$ cat src/hdl/lorenz_euler_step_defines.svh
`ifndef LORENZ_EULER_STEP_DEFINES_SVH
`define LORENZ_EULER_STEP_DEFINES_SVH

// same-cycle check, sampled on clk and switched off while arst_n is low
`define LES_ASSERT_NOW(label, ante, cons, msg) \
	label: assert property (@(posedge clk) disable iff (!arst_n) (ante) |-> (cons)) \
		else $error(msg);

// next-cycle check, sampled on clk and switched off while arst_n is low
`define LES_ASSERT_NEXT(label, ante, cons, msg) \
	label: assert property (@(posedge clk) disable iff (!arst_n) (ante) |=> (cons)) \
		else $error(msg);

`endif

$ cat src/hdl/les_pkg.sv
`default_nettype none

package les_pkg;

	// fixed point: signed Q10.22 in 32 bits
	localparam int QW   = 32;
	localparam int FRAC = 22;
	localparam int PRW  = 2 * QW;

	// field and register widths
	localparam int CW     = 31;
	localparam int DTW    = 23;
	localparam int RNDW   = 10;
	localparam int IDXW   = 3;
	localparam int CFG_DW = 32;

	localparam int NSTG      = 7;
	localparam int SPAWN_STG = 6;

	localparam int RAND_RANGE_DEF = 1000;

	// register indexes
	localparam logic [IDXW-1:0] REG_SIGMA       = 3'd0;
	localparam logic [IDXW-1:0] REG_RHO         = 3'd1;
	localparam logic [IDXW-1:0] REG_BETA        = 3'd2;
	localparam logic [IDXW-1:0] REG_TIME_STEP   = 3'd3;
	localparam logic [IDXW-1:0] REG_TIME_SCALE  = 3'd4;
	localparam logic [IDXW-1:0] REG_PAUSED      = 3'd5;
	localparam logic [IDXW-1:0] REG_SOURCE_SIZE = 3'd6;

	// reset values
	localparam logic [CW-1:0]  SIGMA_RST       = 31'd41943040;
	localparam logic [CW-1:0]  RHO_RST         = 31'd117440512;
	localparam logic [CW-1:0]  BETA_RST        = 31'd11184810;
	localparam logic [DTW-1:0] TIME_STEP_RST   = 23'd41943;
	localparam logic [CW-1:0]  TIME_SCALE_RST  = 31'd4194304;
	localparam logic           PAUSED_RST      = 1'b0;
	localparam logic [CW-1:0]  SOURCE_SIZE_RST = 31'd4194304;

	// a Q product is in range when everything above the kept field is a sign copy
	function automatic logic fits_prod(input logic signed [PRW-1:0] p);
		return (&p[PRW-1:QW+FRAC-1]) || !(|p[PRW-1:QW+FRAC-1]);
	endfunction

	// arithmetic shift of the exact product, i.e. floor
	function automatic logic signed [QW-1:0] qfloor(input logic signed [PRW-1:0] p);
		return p[QW+FRAC-1:FRAC];
	endfunction

	function automatic logic fits_sum(input logic signed [QW:0] s);
		return s[QW] == s[QW-1];
	endfunction

endpackage

`default_nettype wire

$ cat src/hdl/les_spawn.sv
`default_nettype none

// respawn offsets: source_size * (r mod R - R/2) / R, truncated toward zero,
// split as ss = qs*R + rs so every divide is a short reciprocal multiply
module les_spawn #(
	parameter int RAND_RANGE = les_pkg::RAND_RANGE_DEF
) (
	input  logic                                    clk,
	input  logic [les_pkg::SPAWN_STG:1]             ld,
	input  logic [2:0][les_pkg::RNDW-1:0]           rnd,
	input  logic [les_pkg::CW-1:0]                  source_size,
	output logic [2:0][les_pkg::QW-1:0]             spawn
);

	localparam int RW   = $clog2(RAND_RANGE);
	localparam int RNDW = les_pkg::RNDW;
	localparam int CW   = les_pkg::CW;
	localparam int QW   = les_pkg::QW;

	// draw reduction
	localparam int SR  = RNDW + RW;
	localparam int MRW = RNDW + 1;
	localparam int RPW = RNDW + MRW;
	localparam int WD  = RNDW + RW + 1;
	localparam logic [MRW-1:0] MR =
		MRW'(((64'd1 << SR) + 64'(RAND_RANGE) - 64'd1) / 64'(RAND_RANGE));

	// source size split
	localparam int SA  = CW + RW;
	localparam int MAW = CW + 1;
	localparam int QPW = CW + MAW;
	localparam logic [MAW-1:0] MA =
		MAW'(((64'd1 << SA) + 64'(RAND_RANGE) - 64'd1) / 64'(RAND_RANGE));

	// remainder part
	localparam int PW  = 2 * RW;
	localparam int SB  = PW + RW;
	localparam int MBW = PW + 1;
	localparam int PBW = PW + MBW;
	localparam logic [MBW-1:0] MB =
		MBW'(((64'd1 << SB) + 64'(RAND_RANGE) - 64'd1) / 64'(RAND_RANGE));

	localparam logic [RW-1:0] HALF = RW'(RAND_RANGE / 2);
	localparam logic [CW-1:0] RCW  = CW'(RAND_RANGE);

	logic [2:0][RPW-1:0]  rprod;
	logic [2:0][WD-1:0]   remw;
	logic [2:0][RW-1:0]   rem;
	logic [2:0][RW-1:0]   aval;
	logic [2:0]           negv;
	logic [QPW-1:0]       qprod;
	logic [CW-1:0]        rsw;
	logic [2:0][CW-1:0]   qa;
	logic [2:0][PW-1:0]   rsa;
	logic [2:0][PBW-1:0]  pb;
	logic [2:0][RW-1:0]   qb;
	logic [2:0][CW-1:0]   mag;
	logic [2:0][QW-1:0]   sp;

	logic [2:0][RNDW-1:0] rnd_s1;
	logic [2:0][RNDW-1:0] rq_s1;
	logic [CW-1:0]        qs_s1;
	logic [2:0][RW-1:0]   a_s2;
	logic [2:0]           neg_s2;
	logic [CW-1:0]        qs_s2;
	logic [RW-1:0]        rs_s2;
	logic [2:0][CW-1:0]   qa_s3;
	logic [2:0][PW-1:0]   rsa_s3;
	logic [2:0]           neg_s3;
	logic [2:0][PBW-1:0]  pb_s4;
	logic [2:0][CW-1:0]   qa_s4;
	logic [2:0]           neg_s4;
	logic [2:0][QW-1:0]   sp_s5;
	logic [2:0][QW-1:0]   sp_s6;

	always_comb begin
		qprod = QPW'(source_size) * QPW'(MA);
		rsw   = source_size - CW'(qs_s1 * RCW);
		for (int i = 0; i < 3; i++) begin
			rprod[i] = RPW'(rnd[i]) * RPW'(MR);
			remw[i]  = WD'(rnd_s1[i]) - WD'(rq_s1[i]) * WD'(RAND_RANGE);
			rem[i]   = RW'(remw[i]);
			negv[i]  = rem[i] < HALF;
			aval[i]  = negv[i] ? HALF - rem[i] : rem[i] - HALF;
			qa[i]    = CW'(qs_s2 * CW'(a_s2[i]));
			rsa[i]   = PW'(rs_s2) * PW'(a_s2[i]);
			pb[i]    = PBW'(rsa_s3[i]) * PBW'(MB);
			qb[i]    = RW'(pb_s4[i] >> SB);
			mag[i]   = qa_s4[i] + CW'(qb[i]);
			sp[i]    = negv_dummy_free(neg_s4[i], mag[i]);
		end
	end

	function automatic logic [QW-1:0] negv_dummy_free(input logic n, input logic [CW-1:0] m);
		logic [QW-1:0] v;
		v = {1'b0, m};
		return n ? QW'(0) - v : v;
	endfunction

	always_ff @(posedge clk) begin
		if (ld[1]) begin
			for (int i = 0; i < 3; i++) begin
				rnd_s1[i] <= rnd[i];
				rq_s1[i]  <= RNDW'(rprod[i] >> SR);
			end
			qs_s1 <= CW'(qprod >> SA);
		end
		if (ld[2]) begin
			a_s2   <= aval;
			neg_s2 <= negv;
			qs_s2  <= qs_s1;
			rs_s2  <= RW'(rsw);
		end
		if (ld[3]) begin
			qa_s3  <= qa;
			rsa_s3 <= rsa;
			neg_s3 <= neg_s2;
		end
		if (ld[4]) begin
			pb_s4  <= pb;
			qa_s4  <= qa_s3;
			neg_s4 <= neg_s3;
		end
		if (ld[5]) begin
			sp_s5 <= sp;
		end
		if (ld[6]) begin
			sp_s6 <= sp_s5;
		end
	end

	assign spawn = sp_s6;

endmodule

`default_nettype wire

$ cat config.mk
export PLATFORM = sky130hd
export DESIGN_NAME = les_spawn
export DESIGN_NICKNAME = d
export VERILOG_FILES = /design/src/hdl/lorenz_euler_step_defines.svh /design/src/hdl/les_pkg.sv /design/src/hdl/les_spawn.sv
export SDC_FILE = /design/constraint.sdc
export NUM_CORES = 2
export LEC_CHECK = 0
export ABC_AREA = 1
export BUFFER_PORTS_ARGS = -buffer_cell sky130_fd_sc_hd__buf_2
export CAP_MARGIN = 0
export CORE_UTILIZATION = 45
export CTS_CLUSTER_DIAMETER = 120
export DETAILED_ROUTE_END_ITERATION = 8
export GPL_ROUTABILITY_DRIVEN = 0
export PLACE_DENSITY_LB_ADDON = 0.08
export SYNTH_ARGS = -nofsm -noshare
export SYNTH_HDL_FRONTEND = slang
export SYNTH_SLANG_ARGS = --single-unit
$ cat constraint.sdc
create_clock -name clk -period 12.7 [get_ports clk]
set_input_delay 3.81 -clock clk [delete_from_list [all_inputs] [get_ports clk]]
set_output_delay 3.81 -clock clk [all_outputs]
set_load 0.01 [all_outputs]
* Word-level counts from Yosys, hierarchy flattened *
Cells that the tools add are included.

operators by class
  $add $sub $neg = 16
  muxes and demuxes = 6
  $lt $le $gt $ge = 3
  $mul = 17

operator list
  kind                                                                    count
  20-bit by 20-bit multiplier with 39-bit output (second input constant)  3
  1-bit by 31-bit subtractor with 32-bit output (first input constant)    3
  31-bit by 10-bit adder with 31-bit output                               3
  22-bit by 10-bit multiplier with 31-bit output                          3
  31-bit 2-to-1 mux                                                       3
  10-bit by 11-bit multiplier with 21-bit output (second input constant)  3
  10-bit by 10-bit multiplier with 20-bit output                          3
  31-bit by 29-bit multiplier with 60-bit output (second input constant)  1
  10-bit subtractor                                                       4
  10-bit by 9-bit < comparator with 1-bit output (second input constant)  3
  10-bit 2-to-1 mux                                                       3
  10-bit by 9-bit subtractor with 10-bit output (second input constant)   3
  9-bit by 10-bit subtractor with 10-bit output (first input constant)    3
  22-bit by 7-bit multiplier with 7-bit output (second input constant)    1
  1-bit by 7-bit multiplier with 7-bit output (second input constant)     3

word-level totals
  input bits = 68
  logic and storage cells = 78
  bits in registers = 681

* Logic depth before layout (Yosys ltp) *
  depth in word-level cells = 4
  depth in mapped cells = 26
  mapped depth without buffers = 26

* Worst setup path before layout *
No wires, ideal clock.

  kind = input port to flip-flop
  start point = input port source_size[19] (netlist name)
  end point = register qs_s1[13] (data pin)
  stages on the path = 25
  path slack = 3.345 ns
  library setup time = 0.259 ns
  data arrival time = 9.096 ns
  buffers on the path = 0
  required time = 12.441 ns
  cells stage by stage = ha_1 -> fa_1 -> fa_1 -> inv_1 -> fa_1 -> inv_1 -> fa_1 -> inv_1 -> fa_1 -> inv_1 -> fa_1 -> inv_1 -> fa_1 -> inv_1 -> ha_1 -> nand2_1 -> nand2_1 -> a31oi_1 -> o21ai_0 -> a21oi_1 -> nand3_1 -> a21oi_1 -> o21ai_0 -> nand2_1 -> nand2_1

between the ends
  longest elaborated chain between the ends = 1

RTL lines
  what                                            line              RTL
  from (decl)                                     les_spawn.sv:11   input logic [les_pkg::CW-1:0] source_size,
  31-bit by 29-bit multiplier with 60-bit output  les_spawn.sv:77   qprod = QPW'(source_size) * QPW'(MA);
  net qprod[54]                                   les_spawn.sv:51   logic [QPW-1:0] qprod;
  to (signal assigned)                            les_spawn.sv:106  qs_s1 <= CW'(qprod >> SA);
  to (decl)                                       les_spawn.sv:62   logic [CW-1:0] qs_s1;

The timed path passes the listed nets, and every way through them passes these cells.
A chain may end at the register's enable or synchronous reset.

* Final worst setup path *
  start point = input port source_size[9] (netlist name)
  end point = register qs_s1[21] (data pin)

The elaborated chain is that of the path after synthesis.

==> results.py <==
metrics = {
    "outcome": {
        "status": "finished clean",
    },
    "worst_hold_path": {
        "hp-class": "register to register",
        "min-delay-start": "qs_s1[14]$_DFFE_PP_",
    },
    "sta": {
        "skew_ns": 0.0724,
        "max_slew_margin_pct": 33.0,
        "report.final.slew_viol_count": 0,
        "setup_viol": 0,
        "tightest_slew_ns": 1.00,
        "fin_crit_sh_pct": 75.3,
        "fmax_mhz": 105,
        "finalHoldViolations": 0,
        "rsz0062_at_grt": "false",
        "period_minus_slack_ns": 9.57,
        "setup_tns_ns": 0,
    },
    "route": {
        "drt_first_pass_iters": 6,
        "antenna_left": 0,
        "viasPerCell": 5.08,
        "finalWirelength_um": 247000,
        "first_iter_violations": 4118,
        "drcViolationCount": 0,
        "wl_per_cell_um": 18.1,
        "vias": 69425,
    },
    "place": {
        "postPlaceCellArea_um2": 97600,
        "hpwl_um": 202000,
        "numPortBuffers": 163,
    },
    "floorplanning": {
        "fp.dieH_um": 458,
        "fp-row-count": 167,
        "die_w_um": 458,
        "start_util_pct": 45.3,
        "coreArea_um2": 207000,
        "ios": 164,
        "dieArea_um2": 210000,
    },
    "job": {
        "cap_violations": 0,
    },
    "grt": {
        "grt.total_usage_pct": 24.1,
        "gr-usage-met3_pct": 2.44,
        "grt_most_used_layer": "met2",
        "overflow": 0,
        "grt_pass1_wl_um": 398000,
        "antenna_found_initial": 1,
        "met2_usage_pct": 41.3,
        "use_met1_pct": 32.3,
        "grt_pass1_vias": 73171,
        "grt_max_degree": 89,
    },
    "finish": {
        "syn2layout_area_growth_pct": 7.03,
        "drive_gt1_share_pct": 4.38,
        "mostFrequentLayoutCells": "inv_1 (2793), nand2_1 (2330), ha_1 (1484), fa_1 (1227), edfxtp_1 (594)",
        "fillers": 19983,
        "fin_area_um2": 100000,
        "final_common_cell": "inv_1",
        "nets": 13685,
    },
    "clock_network": {
        "root_buffer": "clkbuf_16",
        "postCtsResizedCells": 0,
        "clk_pin_slew_worst_paths_ns": 0.06,
        "clk_latency_ns": 0.74,
        "postCtsSetupBuffers": 0,
        "numCtsBuffers": 76,
        "h-tree-depth": 3,
        "ctsLongestPathBuffers": 3,
        "cts_hold_buffers": 0,
        "cts.sinks": 594,
        "cts_tree": "done",
    },
    "worst_setup_path": {
        "crit_chain": "buf_2 > ha_1 > fa_1 > fa_1 > inv_1 > fa_1 > inv_1 > fa_1 > fa_1 > fa_1 > inv_1 > fa_1 > inv_1 > ha_1 > a21oi_1 > o21ai_0 > a21oi_1 > o21ai_0 > nand2_1 > nand3_1 > a21oi_1 > o21ai_0 > nand2_1 > nand2_1",
        "worstSetupEndpointType": "register",
        "startpoint": "source_size[9]",
        "r2r-end": "qa_s3[57]$_DFFE_PP_",
        "r2r_slack_ns": 6.59,
        "r2r_start": "qs_s2[15]$_DFFE_PP_",
        "worstRegToRegCells": 19,
        "start_kind": "primary input",
        "max_stage_delay_ns": 0.50,
        "worstPathMaxFanout": 12,
        "critPathSlowestCell": "fa_1",
        "cp_common_cell": "fa_1",
        "crit_type": "primary input to register",
        "worstPathArrival_ns": 10.00,
        "required_ns": 13.13,
        "cp-endpoint": "qs_s1[21]$_DFFE_PP_",
    },
    "logic_synthesis": {
        "synth_cell_types": 65,
        "syn_inst": 10794,
        "synth-main-ff-cell": "edfxtp_1",
        "avgSynthCellArea_um2": 8.67,
        "ys_ff_latch": 594,
        "mappedNetlistArea_um2": 93600,
        "async_reset_ff_share_pct": 0,
        "ys_seq_area_share_pct": 19.1,
        "synth_edf_count": 594,
        "ys.warnings.count": 0,
        "synth_fp_nets": 13573,
    },
}
-- metal layers --
layer  share of wire [%]  wire length, µm  vias to the layer above
met1                  45           112000                    34078
met4                 2.6             6390                        0
met3                 4.4            10900                      325
met5                   0                0                        -
met2                  48           118000                     1508
li1                    -                -                    33514
-- worst min path at each step --
stage	end	cells after the start
after floorplan	neg_s3[0]$_DFFE_PP_	0
after global placement	spawn[64]$_DFFE_PP_	0
after detailed placement	qa_s4[24]$_DFFE_PP_	0
after CTS	qs_s2[14]$_DFFE_PP_	0
after global routing	qs_s2[14]$_DFFE_PP_	0
final	qs_s2[14]$_DFFE_PP_	0
-- worst max-delay path: cells and delay by family --
kind                     cells  cell delay (ns)
adder cells (fa/ha/maj)      9             3.99
AND/OR/NAND/NOR              4             0.37
buffers and inverters        5             0.67
AO/OA/AOI/OAI                6             1.14
-- registers in the layout (all words and copies together), names as in the netlist --
name / flops
qs_s1: 22
qa_s4: 93
spawn: 96
neg_s3: 3
qa_s3: 93
rq_s1: 3
rs_s2: 10
sp_s5: 96
a_s2: 30
neg_s2: 3
neg_s4: 3
qs_s2: 22
rnd_s1: 30
pb_s4: 30
rsa_s3: 60
-- cells in the mapped netlist (8+ instances only) --
| cell type | instances | area (µm²) |
|---|---|---|
| o21a_1 | 18 | 135 |
| nand4_1 | 103 | 644 |
| nor3_1 | 58 | 290 |
| xor2_1 | 210 | 1840 |
| o21bai_1 | 22 | 165 |
| o21ai_0 | 208 | 1040 |
| a21o_1 | 42 | 315 |
| xnor2_1 | 102 | 893 |
| clkbuf_1 | 192 | 721 |
| nand3_1 | 277 | 1390 |
| inv_2 | 13 | 48.8 |
| o211ai_1 | 21 | 158 |
| inv_1 | 2793 | 10500 |
| fa_1 | 1227 | 24600 |
| nor2_4 | 8 | 90.1 |
| a31oi_1 | 44 | 275 |
| edfxtp_1 | 594 | 17800 |
| a211oi_1 | 8 | 60.1 |
| ha_1 | 1484 | 18600 |
| nor2_2 | 29 | 181 |
| nand2_1 | 2330 | 8750 |
| a21oi_1 | 366 | 1830 |
| nand3_2 | 21 | 210 |
| nor2_1 | 433 | 1630 |
| nand2_2 | 29 | 181 |
| nand3b_1 | 27 | 203 |
| nor4_1 | 26 | 163 |
| o2111ai_1 | 10 | 87.6 |
-- kinds of logic (layout without fill, tap and decap cells) --
kind of cell               after synthesis  in the layout  synth area share (%)
AOI/OAI and AO/OA                      791            791                  4.83
xor gates and xnor gates               318            318                  3.04
adders and majority gates             2711           2711                  46.1
buffers and inverters                 3009           3182                  12.1
DFF                                    594            594                  19.1
other                                    0              2                     0
and+or+nand+nor                       3371           3371                  14.9
-- final cells by class --
type / count / area [µm²] / share of cell area, %
clock inverters: 48 / 638 / 0.637
diodes: 2 / 5.00 / 0.00500
flip-flops and latches: 594 / 17800 / 17.8
clock buffers: 91 / 1960 / 1.95
inverters: 2809 / 10500 / 10.5
repair buffers: 234 / 1370 / 1.37
well taps: 2704 / 3380 / 3.38
multi-input cells: 7191 / 64500 / 64.3
-- stage by stage --
step,util [%],setup slack (ns),hold WS [ns],std cells
4_1_cts,48.4,3.27,0.403,13671
3_5_place_dp,47.2,2.52,0.405,13532
2_1_floorplan,-,3.34,0.400,10794
5_1_grt,48.4,2.89,0.413,13672
3_3_place_gp,47.2,2.54,0.401,13532
6_report,48.4,3.13,0.405,13673
Power is not shown: default switching activity piles up to over one toggle a cycle in this logic, so the estimate is an artifact.
